### src/fdep_pkg.sv
// Shared types, constants and helpers of the FAT directory entry parser.
`timescale 1ns / 1ps
package fdep_pkg;

  localparam int MAX_LONG_RUN = 15;
  localparam int NAME_CHARS   = 13;
  localparam int NAME_BYTES   = 11;
  localparam int QUEUE_DEPTH  = 4;
  localparam int QPTR_W       = $clog2(QUEUE_DEPTH);

  localparam logic [7:0] ATTR_LONG   = 8'h0F;
  localparam logic [7:0] ATTR_VOLUME = 8'h08;
  localparam logic [7:0] CHAR_SPACE  = 8'h20;
  localparam logic [7:0] CHAR_DOT    = 8'h2E;

  localparam logic [4:0] OFF_ATTR     = 5'd11;
  localparam logic [4:0] OFF_LNAME_LO = 5'd14;
  localparam logic [4:0] OFF_LNAME_HI = 5'd24;
  localparam logic [4:0] OFF_CLUS_LO  = 5'd26;
  localparam logic [4:0] OFF_CLUS_HI  = 5'd27;
  localparam logic [4:0] OFF_SIZE     = 5'd28;
  localparam logic [4:0] OFF_TAIL_CH  = 5'd30;
  localparam logic [4:0] OFF_LAST     = 5'd31;

  typedef enum logic [1:0] {
    KIND_CHAR   = 2'd0,
    KIND_RECORD = 2'd1,
    KIND_END    = 2'd2
  } fdep_kind_t;

  // How the current 32-byte entry is handled from the attribute byte on.
  typedef enum logic [1:0] {
    ENT_PENDING,
    ENT_LONG,
    ENT_SHORT,
    ENT_SKIP
  } fdep_entry_t;

  typedef enum logic [1:0] {
    TOK_END,
    TOK_LONG,
    TOK_SHORT,
    TOK_REC
  } fdep_op_t;

  typedef struct packed {
    logic [7:0] data_byte;
    logic       dir_start;
  } fdep_in_t;

  typedef struct packed {
    fdep_kind_t  kind;
    logic [7:0]  char_pos;
    logic [7:0]  char_value;
    logic [7:0]  attributes;
    logic [15:0] first_cluster;
    logic [31:0] file_size;
    logic [7:0]  name_length;
    logic [7:0]  entry_index;
    logic        has_long_name;
    logic        last;
  } fdep_out_t;

  // Work item passed from the front end to the result generator.
  typedef struct packed {
    fdep_op_t                         op;
    logic [3:0]                       count;     // results this token expands to
    logic [3:0]                       stem_len;  // short name: chars before the dot
    logic [7:0]                       base;      // long name: position of chars[0]
    logic [NAME_BYTES-1:0][7:0]       chars;
    logic [7:0]                       attributes;
    logic [15:0]                      first_cluster;
    logic [31:0]                      file_size;
    logic [7:0]                       name_length;
    logic [7:0]                       entry_index;
    logic                             has_long_name;
  } fdep_tok_t;

  function automatic logic [7:0] to_lower(input logic [7:0] c);
    logic [7:0] r;
    r = c;
    if (c >= 8'h41 && c <= 8'h5A) r = c + 8'h20;
    return r;
  endfunction

  // Name position of the first character of long entry number run.
  function automatic logic [7:0] long_base(input logic [3:0] run);
    logic [7:0] r;
    r = 8'(NAME_CHARS) * {4'd0, run - 4'd1};
    return r;
  endfunction

endpackage

### src/fdep_front.sv
// Front end: takes directory bytes, tracks entry state and issues work tokens.
`timescale 1ns / 1ps
module fdep_front (
  input  logic              clk,
  input  logic              rst_n,
  input  logic              in_valid,
  output logic              in_stall,
  input  fdep_pkg::fdep_in_t  in_data,
  output logic              push,
  output fdep_pkg::fdep_tok_t push_tok,
  input  logic              q_full
);
  import fdep_pkg::*;

  logic [4:0]                 off_r, off_c, off_nxt;
  logic [3:0]                 run_r, run_c, run_nxt;
  logic                       pending_r, pending_c, pending_nxt;
  logic [NAME_BYTES-1:0][7:0] names_r, names_nxt;
  logic [7:0]                 attr_r, attr_c, attr_nxt;
  logic [15:0]                clus_r, clus_c, clus_nxt;
  logic [31:0]                size_r, size_c, size_nxt;
  logic [7:0]                 llen_r, llen_c, llen_nxt;
  logic [7:0]                 cnt_r, cnt_c, cnt_nxt;
  logic                       ended_r, ended_c, ended_nxt;
  fdep_entry_t                ent_r, ent_c, ent_nxt;

  logic                       accept;
  logic [7:0]                 b;
  logic [3:0]                 ord, ord_sat;
  logic [3:0]                 stem_len, name_len;
  logic [1:0]                 ext_len;
  logic [7:0]                 sn_zero;
  logic                       lz_hit;
  logic [2:0]                 lz_k;
  logic [7:0]                 base11, lpos;
  logic [3:0]                 lk;
  logic                       lchar_off;

  assign in_stall = q_full;
  assign accept   = in_valid && !in_stall;
  assign b        = in_data.data_byte;
  assign ord      = names_r[0][3:0];
  assign ord_sat  = (ord > 4'(MAX_LONG_RUN)) ? 4'(MAX_LONG_RUN) : ord;

  // Short 8.3 name layout: stem length, trimmed extension and first zero.
  always_comb begin
    logic stop;
    logic found;
    stop     = 1'b0;
    found    = 1'b0;
    stem_len = 4'd1;
    for (int i = 1; i < 8; i++) begin
      if (!stop) begin
        if (names_r[i] == CHAR_SPACE) stop = 1'b1;
        else stem_len = 4'(i + 1);
      end
    end
    if (names_r[10] != CHAR_SPACE)     ext_len = 2'd3;
    else if (names_r[9] != CHAR_SPACE) ext_len = 2'd2;
    else if (names_r[8] != CHAR_SPACE) ext_len = 2'd1;
    else                               ext_len = 2'd0;
    name_len = stem_len + ((ext_len != 2'd0) ? ({2'd0, ext_len} + 4'd1) : 4'd0);
    sn_zero  = {4'd0, name_len};
    for (int j = 0; j < 8; j++) begin
      if (!found && (4'(j) < stem_len) && (names_r[j] == 8'd0)) begin
        found   = 1'b1;
        sn_zero = 8'(j);
      end
    end
    for (int j = 0; j < 3; j++) begin
      if (!found && (2'(j) < ext_len) && (names_r[8 + j] == 8'd0)) begin
        found   = 1'b1;
        sn_zero = 8'(int'(stem_len) + 1 + j);
      end
    end
  end

  // First zero among the five long-name chars held in bytes 1..9.
  always_comb begin
    lz_hit = 1'b0;
    lz_k   = 3'd0;
    for (int k = 4; k >= 0; k--) begin
      if (names_r[1 + 2 * k] == 8'd0) begin
        lz_hit = 1'b1;
        lz_k   = 3'(k);
      end
    end
  end

  always_comb begin
    // dir_start clears the parse state before this byte is taken
    off_c     = in_data.dir_start ? 5'd0 : off_r;
    run_c     = in_data.dir_start ? 4'd0 : run_r;
    pending_c = in_data.dir_start ? 1'b0 : pending_r;
    attr_c    = in_data.dir_start ? 8'd0 : attr_r;
    clus_c    = in_data.dir_start ? 16'd0 : clus_r;
    size_c    = in_data.dir_start ? 32'd0 : size_r;
    llen_c    = in_data.dir_start ? 8'd0 : llen_r;
    cnt_c     = in_data.dir_start ? 8'd0 : cnt_r;
    ended_c   = in_data.dir_start ? 1'b0 : ended_r;
    ent_c     = in_data.dir_start ? ENT_PENDING : ent_r;

    off_nxt     = off_c;
    run_nxt     = run_c;
    pending_nxt = pending_c;
    names_nxt   = names_r;
    attr_nxt    = attr_c;
    clus_nxt    = clus_c;
    size_nxt    = size_c;
    llen_nxt    = llen_c;
    cnt_nxt     = cnt_c;
    ended_nxt   = ended_c;
    ent_nxt     = ent_c;

    push     = 1'b0;
    push_tok = '0;
    base11   = 8'd0;

    lchar_off = ((off_c >= OFF_LNAME_LO) && (off_c <= OFF_LNAME_HI) && !off_c[0]) ||
                (off_c == OFF_SIZE) || (off_c == OFF_TAIL_CH);
    lk   = (off_c >= OFF_SIZE) ? (off_c[4:1] - 4'd3) : (off_c[4:1] - 4'd2);
    lpos = long_base(run_c) + {4'd0, lk};

    if (!ended_c) begin
      if (off_c == 5'd0 && run_c == 4'd0 && b == 8'd0) begin
        ended_nxt            = 1'b1;
        push                 = accept;
        push_tok.op          = TOK_END;
        push_tok.count       = 4'd1;
        push_tok.entry_index = cnt_c;
      end else begin
        off_nxt = off_c + 5'd1;
        if (off_c < OFF_ATTR) begin
          names_nxt[off_c[3:0]] = b;
          if (off_c == 5'd0) ent_nxt = ENT_PENDING;
        end else if (off_c == OFF_ATTR) begin
          attr_nxt = b;
          if (run_c != 4'd0) begin
            ent_nxt = ENT_LONG;
          end else if (b == ATTR_LONG) begin
            if (ord == 4'd0) begin
              ent_nxt = ENT_SKIP;
            end else begin
              run_nxt  = ord_sat;
              llen_nxt = 8'(NAME_CHARS) * {4'd0, ord_sat};
              ent_nxt  = ENT_LONG;
            end
          end else if (b == ATTR_VOLUME) begin
            ent_nxt = ENT_SKIP;
          end else begin
            ent_nxt = ENT_SHORT;
            if (!pending_c) begin
              push              = accept;
              push_tok.op       = TOK_SHORT;
              push_tok.count    = name_len;
              push_tok.stem_len = stem_len;
              push_tok.chars    = names_r;
              llen_nxt          = sn_zero;
            end
          end
          if (ent_nxt == ENT_LONG) begin
            base11         = long_base(run_nxt);
            push           = accept;
            push_tok.op    = TOK_LONG;
            push_tok.count = 4'd5;
            push_tok.base  = base11;
            for (int k = 0; k < 5; k++) push_tok.chars[k] = names_r[1 + 2 * k];
            if (lz_hit && ((base11 + {5'd0, lz_k}) < llen_nxt))
              llen_nxt = base11 + {5'd0, lz_k};
          end
        end else begin
          if (off_c == OFF_CLUS_LO) clus_nxt[7:0] = b;
          else if (off_c == OFF_CLUS_HI) clus_nxt[15:8] = b;
          else if (off_c >= OFF_SIZE) size_nxt[{off_c[1:0], 3'b000} +: 8] = b;

          if (ent_c == ENT_LONG) begin
            if (lchar_off) begin
              push              = accept;
              push_tok.op       = TOK_LONG;
              push_tok.count    = 4'd1;
              push_tok.base     = lpos;
              push_tok.chars[0] = b;
              if (b == 8'd0 && lpos < llen_c) llen_nxt = lpos;
            end
            if (off_c == OFF_LAST) begin
              run_nxt = run_c - 4'd1;
              if (run_c == 4'd1) pending_nxt = 1'b1;
            end
          end else if (ent_c == ENT_SHORT && off_c == OFF_LAST) begin
            push                   = accept;
            push_tok.op            = TOK_REC;
            push_tok.count         = 4'd1;
            push_tok.attributes    = attr_c;
            push_tok.first_cluster = clus_c;
            push_tok.file_size     = size_nxt;
            push_tok.name_length   = llen_c;
            push_tok.entry_index   = cnt_c;
            push_tok.has_long_name = pending_c;
            cnt_nxt                = cnt_c + 8'd1;
            pending_nxt            = 1'b0;
          end
        end
      end
    end
  end

  always_ff @(posedge clk) begin
    if (!rst_n) begin
      off_r     <= 5'd0;
      run_r     <= 4'd0;
      pending_r <= 1'b0;
      attr_r    <= 8'd0;
      clus_r    <= 16'd0;
      size_r    <= 32'd0;
      llen_r    <= 8'd0;
      cnt_r     <= 8'd0;
      ended_r   <= 1'b0;
      ent_r     <= ENT_PENDING;
    end else if (accept) begin
      off_r     <= off_nxt;
      run_r     <= run_nxt;
      pending_r <= pending_nxt;
      attr_r    <= attr_nxt;
      clus_r    <= clus_nxt;
      size_r    <= size_nxt;
      llen_r    <= llen_nxt;
      cnt_r     <= cnt_nxt;
      ended_r   <= ended_nxt;
      ent_r     <= ent_nxt;
    end
  end

  always_ff @(posedge clk) begin
    if (accept) names_r <= names_nxt;
  end

`ifndef SYNTHESIS
  a_run_bound: assert property (@(posedge clk) disable iff (!rst_n)
    run_r <= 4'(MAX_LONG_RUN))
    else $error("long run count above limit");
`endif

endmodule

### src/fdep_queue.sv
// Short token queue between the front end and the result generator.
`timescale 1ns / 1ps
module fdep_queue (
  input  logic                clk,
  input  logic                rst_n,
  input  logic                push,
  input  fdep_pkg::fdep_tok_t push_tok,
  output logic                full,
  output logic                head_valid,
  output fdep_pkg::fdep_tok_t head_tok,
  input  logic                pop
);
  import fdep_pkg::*;

  fdep_tok_t           slots_r [QUEUE_DEPTH];
  logic [QPTR_W-1:0]   wr_r, wr_nxt, rd_r, rd_nxt;
  logic [QPTR_W:0]     cnt_r, cnt_nxt;

  assign full       = (cnt_r == (QPTR_W + 1)'(QUEUE_DEPTH));
  assign head_valid = (cnt_r != '0);
  assign head_tok   = slots_r[rd_r];

  always_comb begin
    wr_nxt  = push ? wr_r + 1'b1 : wr_r;
    rd_nxt  = pop ? rd_r + 1'b1 : rd_r;
    cnt_nxt = cnt_r + (QPTR_W + 1)'(push) - (QPTR_W + 1)'(pop);
  end

  always_ff @(posedge clk) begin
    if (!rst_n) begin
      wr_r  <= '0;
      rd_r  <= '0;
      cnt_r <= '0;
    end else begin
      wr_r  <= wr_nxt;
      rd_r  <= rd_nxt;
      cnt_r <= cnt_nxt;
    end
  end

  always_ff @(posedge clk) begin
    if (push) slots_r[wr_r] <= push_tok;
  end

`ifndef SYNTHESIS
  a_no_overflow: assert property (@(posedge clk) disable iff (!rst_n)
    push |-> !full)
    else $error("token written into a full queue");
  a_no_underflow: assert property (@(posedge clk) disable iff (!rst_n)
    pop |-> head_valid)
    else $error("token taken from an empty queue");
`endif

endmodule

### src/fdep_back.sv
// Result generator: expands queued tokens into result items, one per cycle while out_stall is low.
`timescale 1ns / 1ps
module fdep_back (
  input  logic                clk,
  input  logic                rst_n,
  input  logic                head_valid,
  input  fdep_pkg::fdep_tok_t head_tok,
  output logic                pop,
  output logic                out_valid,
  input  logic                out_stall,
  output fdep_pkg::fdep_out_t out_data
);
  import fdep_pkg::*;

  logic [3:0] idx_r, idx_nxt;
  logic       out_valid_r, out_valid_nxt;
  fdep_out_t  out_r;
  fdep_out_t  res;
  logic       load;
  logic [3:0] ext_i;

  assign out_valid = out_valid_r;
  assign out_data  = out_r;
  assign load      = head_valid && (!out_valid_r || !out_stall);
  assign ext_i     = idx_r - head_tok.stem_len - 4'd1;

  always_comb begin
    res      = '0;
    res.last = (idx_r == head_tok.count - 4'd1);
    unique case (head_tok.op)
      TOK_END: begin
        res.kind        = KIND_END;
        res.entry_index = head_tok.entry_index;
      end
      TOK_REC: begin
        res.kind          = KIND_RECORD;
        res.attributes    = head_tok.attributes;
        res.first_cluster = head_tok.first_cluster;
        res.file_size     = head_tok.file_size;
        res.name_length   = head_tok.name_length;
        res.entry_index   = head_tok.entry_index;
        res.has_long_name = head_tok.has_long_name;
      end
      TOK_LONG: begin
        res.kind       = KIND_CHAR;
        res.char_pos   = head_tok.base + {4'd0, idx_r};
        res.char_value = head_tok.chars[idx_r];
      end
      TOK_SHORT: begin
        res.kind     = KIND_CHAR;
        res.char_pos = {4'd0, idx_r};
        if (idx_r < head_tok.stem_len)
          res.char_value = to_lower(head_tok.chars[idx_r]);
        else if (idx_r == head_tok.stem_len)
          res.char_value = CHAR_DOT;
        else
          res.char_value = to_lower(head_tok.chars[4'd8 + {2'd0, ext_i[1:0]}]);
      end
      default: res = '0;
    endcase

    pop           = load && res.last;
    idx_nxt       = idx_r;
    out_valid_nxt = out_valid_r && out_stall;
    if (load) begin
      out_valid_nxt = 1'b1;
      idx_nxt       = res.last ? 4'd0 : idx_r + 4'd1;
    end
  end

  always_ff @(posedge clk) begin
    if (!rst_n) begin
      idx_r       <= 4'd0;
      out_valid_r <= 1'b0;
    end else begin
      idx_r       <= idx_nxt;
      out_valid_r <= out_valid_nxt;
    end
  end

  always_ff @(posedge clk) begin
    if (load) out_r <= res;
  end

`ifndef SYNTHESIS
  a_token_held: assert property (@(posedge clk) disable iff (!rst_n)
    (idx_r != 4'd0) |-> head_valid)
    else $error("token left the queue before all its results were sent");
  a_end_is_last: assert property (@(posedge clk) disable iff (!rst_n)
    (out_valid_r && out_r.kind == KIND_END) |-> out_r.last)
    else $error("end of directory result not marked last");
  a_idx_in_token: assert property (@(posedge clk) disable iff (!rst_n)
    head_valid |-> (idx_r < head_tok.count))
    else $error("result index beyond token length");
`endif

endmodule

### src/fat_directory_entry_parser.sv
// Top level of the FAT directory entry parser.
`timescale 1ns / 1ps
// Usage:
//   in_*  : one directory byte per transfer; dir_start marks the first byte of a
//           new listing and clears all parse state before that byte is used.
//   out_* : result items (name character, entry record, end of directory); last
//           flags the final result caused by one input byte.
// Path: the results of a byte pass through the token queue and then the output register.
// Throughput: one byte per cycle while the token queue (4 entries) has room and
//   results drain one per cycle. The result generator sets the figure: a short
//   name at the attribute byte expands to up to 12 results, the attribute byte
//   of a long entry to 5. Bytes that produce nothing take no queue slot.
// Reset: synchronous, active low; parse state and queue are emptied and the
//   block starts at offset 0 of a fresh listing.
// Stall: a stalled output register holds its item; tokens pile up in the queue
//   and in_stall rises only when the queue is full.
module fat_directory_entry_parser (
  input  logic                clk,
  input  logic                rst_n,
  input  logic                in_valid,
  output logic                in_stall,
  input  fdep_pkg::fdep_in_t  in_data,
  output logic                out_valid,
  input  logic                out_stall,
  output fdep_pkg::fdep_out_t out_data
);
  import fdep_pkg::*;

  logic      push, q_full, head_valid, pop;
  fdep_tok_t push_tok, head_tok;

  fdep_front u_front (
    .clk      (clk),
    .rst_n    (rst_n),
    .in_valid (in_valid),
    .in_stall (in_stall),
    .in_data  (in_data),
    .push     (push),
    .push_tok (push_tok),
    .q_full   (q_full)
  );

  fdep_queue u_queue (
    .clk        (clk),
    .rst_n      (rst_n),
    .push       (push),
    .push_tok   (push_tok),
    .full       (q_full),
    .head_valid (head_valid),
    .head_tok   (head_tok),
    .pop        (pop)
  );

  fdep_back u_back (
    .clk        (clk),
    .rst_n      (rst_n),
    .head_valid (head_valid),
    .head_tok   (head_tok),
    .pop        (pop),
    .out_valid  (out_valid),
    .out_stall  (out_stall),
    .out_data   (out_data)
  );

endmodule

### config.mk
export PLATFORM = sky130hd
export DESIGN_NAME = fat_directory_entry_parser
export DESIGN_NICKNAME = d
export VERILOG_FILES = /design/src/fdep_pkg.sv /design/src/fdep_front.sv /design/src/fdep_queue.sv /design/src/fdep_back.sv /design/src/fat_directory_entry_parser.sv
export SDC_FILE = /design/constraint.sdc
export NUM_CORES = 1
export LEC_CHECK = 0
export ABC_AREA = 1
export BUFFER_PORTS_ARGS = -buffer_cell sky130_fd_sc_hd__clkbuf_2
export CAP_MARGIN = 30
export CORE_MARGIN = 2
export CORE_UTILIZATION = 45
export CTS_CLUSTER_DIAMETER = 120
export CTS_CLUSTER_SIZE = 14
export DETAILED_ROUTE_END_ITERATION = 8
export PLACE_DENSITY = 0.63
export SLEW_MARGIN = 20
export SYNTH_ARGS = -nofsm -noshare
export SYNTH_HDL_FRONTEND = slang
export SYNTH_SLANG_ARGS = --single-unit
### constraint.sdc
create_clock -name clk -period 30.1 [get_ports clk]
set_input_delay 4.515 -clock clk [delete_from_list [all_inputs] [get_ports clk]]
set_output_delay 4.515 -clock clk [all_outputs]
set_load 0.005 [all_outputs]
# --- Word level (Yosys, flattened, before mapping) ---
# Memories as Yosys holds them, arrays and structs flattened. A register that Yosys moved wholly into a read port is not among the register bits.
# Cells that the tools add are included.
totals:
  regBits: 277
  latchBits: 0
  ramBits: 716
  romBits: 0
  in_bits: 13
  wordCells: 414
  n_memories: 1
memory_table:
  columns: ["memory", "words", "width", "rd", "rd_ports_with_merged_regs", "wr", "line_no", "text"]
  rows:
  - ["u_queue.slots_r", 4, 179, 1, 1, 1, "fdep_queue.sv:15", "fdep_tok_t slots_r [QUEUE_DEPTH];"]
classes:
  n_addsub: 26
  n_mul: 3
  n_div: 0
  magnitude_cmp: 27
  n_eq_ne: 28
  shifts: 2
  n_mux: 215
  bitwise_logic: 2
  reduce_logical: 74
op_table:
  columns: ["op", "count"]
  rows:
  - ["two-way mux 8 bit", 52]
  - ["two-way mux 179 bit", 2]
  - ["two-way mux 88 bit", 4]
  - ["two-way mux 32 bit", 8]
  - ["two-way mux 73 bit", 3]
  - ["two-way mux 164 bit", 1]
  - ["two-way mux 4 bit", 39]
  - ["logical NOT 8 bit", 12]
  - ["bitwise mux 88 bit", 1]
  - ["two-way mux 16 bit", 5]
  - ["two-way mux 80 bit", 1]
  - ["binary-select mux 8 bit (select 4 bit)", 2]
  - ["equality test 8 x 6 -> 1 bit, second input constant", 7]
  - ["two-way mux 1 bit", 56]
  - ["two-way mux 10 bit", 4]
  - ["two-way mux 40 bit", 1]
  - ["two-way mux 2 bit", 18]
  - ["logical AND 1 bit", 35]
  - ["bitwise mux 32 bit", 1]
  - ["demux 8 bit (select 4 bit)", 1]
  - ["one-hot mux 16 bit (2 select lines)", 1]
  - ["variable shift 8 x 7 -> 32 bit, first input constant", 1]
  - ["indexed part select 8 x 7 -> 32 bit", 1]
  - ["two-way mux 6 bit", 5]
  - ["60 further kinds", 116]

# --- Longest topological paths before layout ---
depth:
  word_depth: 73
  depth_mapped: 39
  mapped_depth_nobuf: 39

# --- Cells and area by module ---
# From an unflattened synthesis, not the netlist that was laid out.
unflattened:
  cells_unflattened: 4677
  hier_area_um2: 47912.2
by_module_without_submodules:
  columns: ["module", "n_inst", "cells_per_inst", "area_per_inst_um2", "seq_area_each_um2"]
  rows:
  - ["fdep_queue", 1, 2144, 29244.3, 21680.8]
  - ["fdep_front", 1, 1824, 12904.9, 4344.2]
  - ["fdep_back", 1, 709, 5763.0, 2862.7]

# --- Worst setup path after synthesis ---
# No wires, ideal clock.
synth_path:
  path_kind: "input -> register"
  start: "in in_data[0] (netlist name)"
  end: "mem u_queue.slots_r[0][0] (netlist name), enable pin"
  setup_time_ns: 0.722
  arrival_time_ns: 14.170
  path_slack_ns: 15.208
  path_stages: 15
  path_cell_list: "buf_2 -> nor2_1 -> clkbuf_1 -> ha_1 -> nand2_1 -> inv_1 -> ha_1 -> inv_1 -> nor3_1 -> nor2_1 -> nand2_1 -> nand3_1 -> nand2_1 -> nand2_1 -> nor2_1"
synth_via:
  elab_chain_len: 15
synth_lines:
  columns: ["element", "line_no", "text"]
  rows:
  - ["start: declaration", "fat_directory_entry_parser.sv:22", "input fdep_pkg::fdep_in_t in_data,"]
  - ["two-way mux 4 bit", "fdep_front.sv:93", "run_c = in_data.dir_start ? 4'd0 : run_r;"]
  - ["nonzero test 4 bit", "fdep_front.sv:138", "if (run_c != 4'd0) begin"]
  - ["two-way mux 2 bit", "fdep_front.sv:138", null]
  - ["two-way mux 2 bit", "fdep_front.sv:136", "end else if (off_c == OFF_ATTR) begin"]
  - ["two-way mux 2 bit", "fdep_front.sv:133", "if (off_c < OFF_ATTR) begin"]
  - ["two-way mux 2 bit", "fdep_front.sv:125", "if (off_c == 5'd0 && run_c == 4'd0 && b == 8'd0) begin"]
  - ["two-way mux 2 bit", "fdep_front.sv:124", "if (!ended_c) begin"]
  - ["equality test 2 x 1 -> 1 bit", "fdep_front.sv:161", "if (ent_nxt == ENT_LONG) begin"]
  - ["two-way mux 1 bit", "fdep_front.sv:161", null]
  - ["two-way mux 1 bit", "fdep_front.sv:136", null]
  - ["two-way mux 1 bit", "fdep_front.sv:133", null]
  - ["two-way mux 1 bit", "fdep_front.sv:125", null]
  - ["two-way mux 1 bit (*)", "fdep_front.sv:124", null]
  - ["two-way mux 1 bit (*)", "fdep_queue.sv:42", "if (push) slots_r[wr_r] <= push_tok;"]
  - ["two-way mux 1 bit (implied by the code) (*)", "fdep_queue.sv:42", null]
  - ["end: declaration", "fdep_queue.sv:15", null]
# Every way passes the cells marked *; elsewhere a longest branch is shown, timed or not. The select of a mux whose other input is x is not followed.

# --- Final worst setup path ---
layout_path:
  start: "in in_data[0] (netlist name)"
  end: "reg u_front.llen_r[2]"
layout_via:
  elab_chain_len: 19
layout_lines:
  columns: ["element", "line_no", "text"]
  rows:
  - ["two-way mux 4 bit", "fdep_front.sv:93", null]
  - ["two-way mux 4 bit", "fdep_front.sv:141", "if (ord == 4'd0) begin"]
  - ["two-way mux 4 bit", "fdep_front.sv:140", "end else if (b == ATTR_LONG) begin"]
  - ["two-way mux 4 bit", "fdep_front.sv:138", null]
  - ["two-way mux 4 bit", "fdep_front.sv:136", null]
  - ["two-way mux 4 bit", "fdep_front.sv:133", null]
  - ["two-way mux 4 bit", "fdep_front.sv:125", null]
  - ["two-way mux 4 bit", "fdep_front.sv:124", null]
  - ["(+3 left out)", null, null]
  - ["less-than comparator 8 bit", "fdep_front.sv:168", "if (lz_hit && ((base11 + {5'd0, lz_k}) < llen_nxt))"]
  - ["logical AND 1 bit", "fdep_front.sv:168", null]
  - ["two-way mux 8 bit", "fdep_front.sv:168", null]
  - ["two-way mux 8 bit", "fdep_front.sv:161", null]
  - ["two-way mux 8 bit", "fdep_front.sv:136", null]
  - ["two-way mux 8 bit", "fdep_front.sv:133", null]
  - ["two-way mux 8 bit", "fdep_front.sv:125", null]
  - ["two-way mux 8 bit (*)", "fdep_front.sv:124", null]
  - ["end signal: assignment", "fdep_front.sv:226", "llen_r <= llen_nxt;"]
  - ["end: declaration", "fdep_front.sv:22", "logic [7:0] llen_r, llen_c, llen_nxt;"]
# Marked as above.
# A chain may end at the register's enable or synchronous reset.

==> run metrics <==
DP HPWL=73820 um; peak supply drop=41.11 uV; area of the mapped netlist=44500 sq um; Pleak=19.14 nW; Fillers=8703; Hold Slack=0.4733 ns; Worst-path clk slew=0.07 ns; final setup vio count=0; Routed WL=118300 um; clock skew=0.04193 ns; vias in the first global route=29220; nets=4333; Net Sw Frac=22.38%; vias per cell=5.667; GRT Total Usage=22.92%; DRT iter0 DRCs=3523; # hold bufs at CTS=0; Seq pwr share=56.6%; origin of the worst setup path=in_data[0]; RSZ-0062 raised after global routing=false; Fin. Hold Viols=0; post-route ant nets=0; Core ar.=98130 sq um; clk sinks=995; Crit path arrival time=11.73 ns; Net Sw Power=590.8 uW; total congestion overflow=0; Pwr per Cell Area=54.05 nW/um^2; biggest area consumer among synthesized cells=edfxtp_1; root buffer cell=clkbuf_16; Seq cells post-synth=995; delay of the slowest critical-path stage=0.57 ns; Final Wtd Congestion=0.9574; io pins=107; internal power=2.049 mW; Tcrit/Tclk final=37.12%; FP Rows=115; Top FF cell, synth=edfxtp_1; global-route wire length before repair=178900 um; Worst setup SP type=input pin; setup tns final=0 ns; Tmin final=11.17 ns; synth warn=0; unique cell type count in the Yosys netlist=63; Initial Utilization=45.34%; Setup CP Type=input pin to flip-flop; status=finished, final reports clean; post-synth top area share=60.47%; Rel. slew slack=33.29%; via count=31370; Cells after Synth=4163; mean post-synth cell area=10.69 sq um; Max Slew Vio Count=0; die area=101400 sq um; Post-CTS Resized=0; Hold Crit Class=flip-flop to flip-flop; Worst-Skew Late Latency=0.68 ns; Die X=318.5 um; router iterations before antenna repair=5; Post-synth EDFFs=896; post-CTS setup repair buffer count=0; hold_sp=u_front.off_r[4]$_SDFFE_PN0P_; worst r2r src=u_front.run_r[0]$_SDFFE_PN0P_; area of the multi-input gates=13630 sq um; DR DRC count=0; maximum clock rate=89.51 MHz; Critical Path Fanout Max=56; Slew @ Worst Pin=1.001 ns; Synth top cells by count=896 x edfxtp_1, 741 x nor2_1, 519 x o21ai_0; CTS tree=done; Area growth syn-to-layout=9.757%; Comb power frac=5.8%; CTS H-tree lvls=3; top-count cell post-synth=edfxtp_1; synth top area cells=edfxtp_1 60%, nor2_1 6.3%, o21ai_0 5.8%; crit-path most repeated cell=nand2_1; Reg area=28900 sq um; Clk pwr share=37.6%; clk buf depth=3; ys async rst share=0%; Port Buf Inserts=106; critical path data required time=30.66 ns; maxcap violations=0; Die Height=318.5 um; CP Buf/Inv Count=9; largest net degree at the start of global routing=175; Syn Nets=4295; Tot Pwr=2.640 mW; initial antenna violation count=6; fraction of layout cells with a size suffix above 1=8.169%; CP Capture Type=flip-flop; Num CTS Buffers=81; CP top delay family=simple AND/OR/NAND/NOR gates; post-synthesis sequential area ratio=64.92%; WL per Instance=21.37 um; Worst path slowest cell=fa_1
## flip-flops by register name (all words and copies together), names as in the netlist, 5 cells and up, named ones only
name	count
u_back.out_data	92
u_front.attr_r	8
u_front.clus_r	16
u_front.cnt_r	8
u_front.llen_r	8
u_front.names_r	88
u_front.off_r	5
u_front.size_r	32
u_queue.slots_r	716
## through the flow
stage	setup WS, ns	area (sq um)	cells	util, %
3_5_place_dp	18.36	46420	5398	47.30
5_1_grt	18.43	48840	5535	49.77
2_1_floorplan	15.21	44500	4163	-
3_3_place_gp	18.51	46330	5391	47.22
4_1_cts	19.07	48740	5528	49.67
6_report	18.93	48840	5536	49.77
## area by class of cell
class	count	share of cell area, %
antenna	1	0.005124
inverter	330	2.567
clock inverter	8	0.2818
multi-input combinational	2621	27.91
clock buffer	122	4.465
sequential	995	59.17
tap	1287	3.297
timing repair buffer	172	2.311
## logic make-up (layout without fill, tap and decap cells)
family | count (synthesis) | count (layout) | share of synthesized area, %
adder cells (fa/ha/maj) | 119 | 119 | 3.481
other | 0 | 1 | 0
AND/OR/NAND/NOR | 1447 | 1447 | 13.32
XOR/XNOR | 34 | 34 | 0.6692
buffers and inverters | 547 | 632 | 4.637
AO/OA/AOI/OAI | 1021 | 1021 | 12.97
flip-flops | 995 | 995 | 64.92
## cell usage in the layout (no fill, tap or decap), types with 10 or more instances in the layout
cell type	netlist	final
a211oi_1	12	12
a21oi_1	235	235
a221oi_1	10	10
a32o_1	20	20
buf_4	0	55
clkbuf_1	194	41
clkbuf_16	0	81
clkbuf_2	0	107
dfxtp_1	99	97
edfxtp_1	896	896
ha_1	111	111
inv_1	290	287
inv_2	29	31
nand2_1	463	463
nand3_1	110	110
nand4_1	32	32
nor2_1	741	733
nor2_4	5	11
nor3_1	52	46
o211ai_1	34	34
o21ai_0	519	518
o221ai_1	30	30
o22ai_1	104	104
xnor2_1	13	13
xor2_1	21	21
## per-layer routing
| layer | vias up | global-route usage, % | part of all wire, % |
|---|---|---|---|
| li1 | 14790 | - | - |
| met1 | 15310 | 32.91 | 44 |
| met2 | 1115 | 35.42 | 45 |
| met3 | 152 | 4.986 | 8.4 |
| met4 | 8 | 5.877 | 1.9 |
| met5 | - | 0 | 0.050 |
## power groups by stage
stage	clock network, mW	logic [mW]	registers, mW
floorplan	0	0.108	1.52
global placement	0	0.144	1.52
detailed placement	0	0.148	1.52
CTS	1.01	0.149	1.49
global route	1.06	0.172	1.49
finish	0.993	0.152	1.49
## tightest hold or removal path, cell delays in order (launching register included)
cell     delay (ns)
dfxtp_1        0.31
nand2_1        0.06
a21oi_1        0.06
## worst paths after layout
path | slack (ns) | depth (start not counted) | endpoint
min reg2reg | 0.47 | 2 | u_front.off_r[4]$_SDFFE_PN0P_
max | 18.93 | 32 | u_front.llen_r[2]$_SDFFE_PN0P_
max reg2reg | 23.39 | 32 | u_front.llen_r[2]$_SDFFE_PN0P_
min | 0.47 | 2 | u_front.off_r[4]$_SDFFE_PN0P_
No activity file was read; power rests on OpenSTA's default activity.
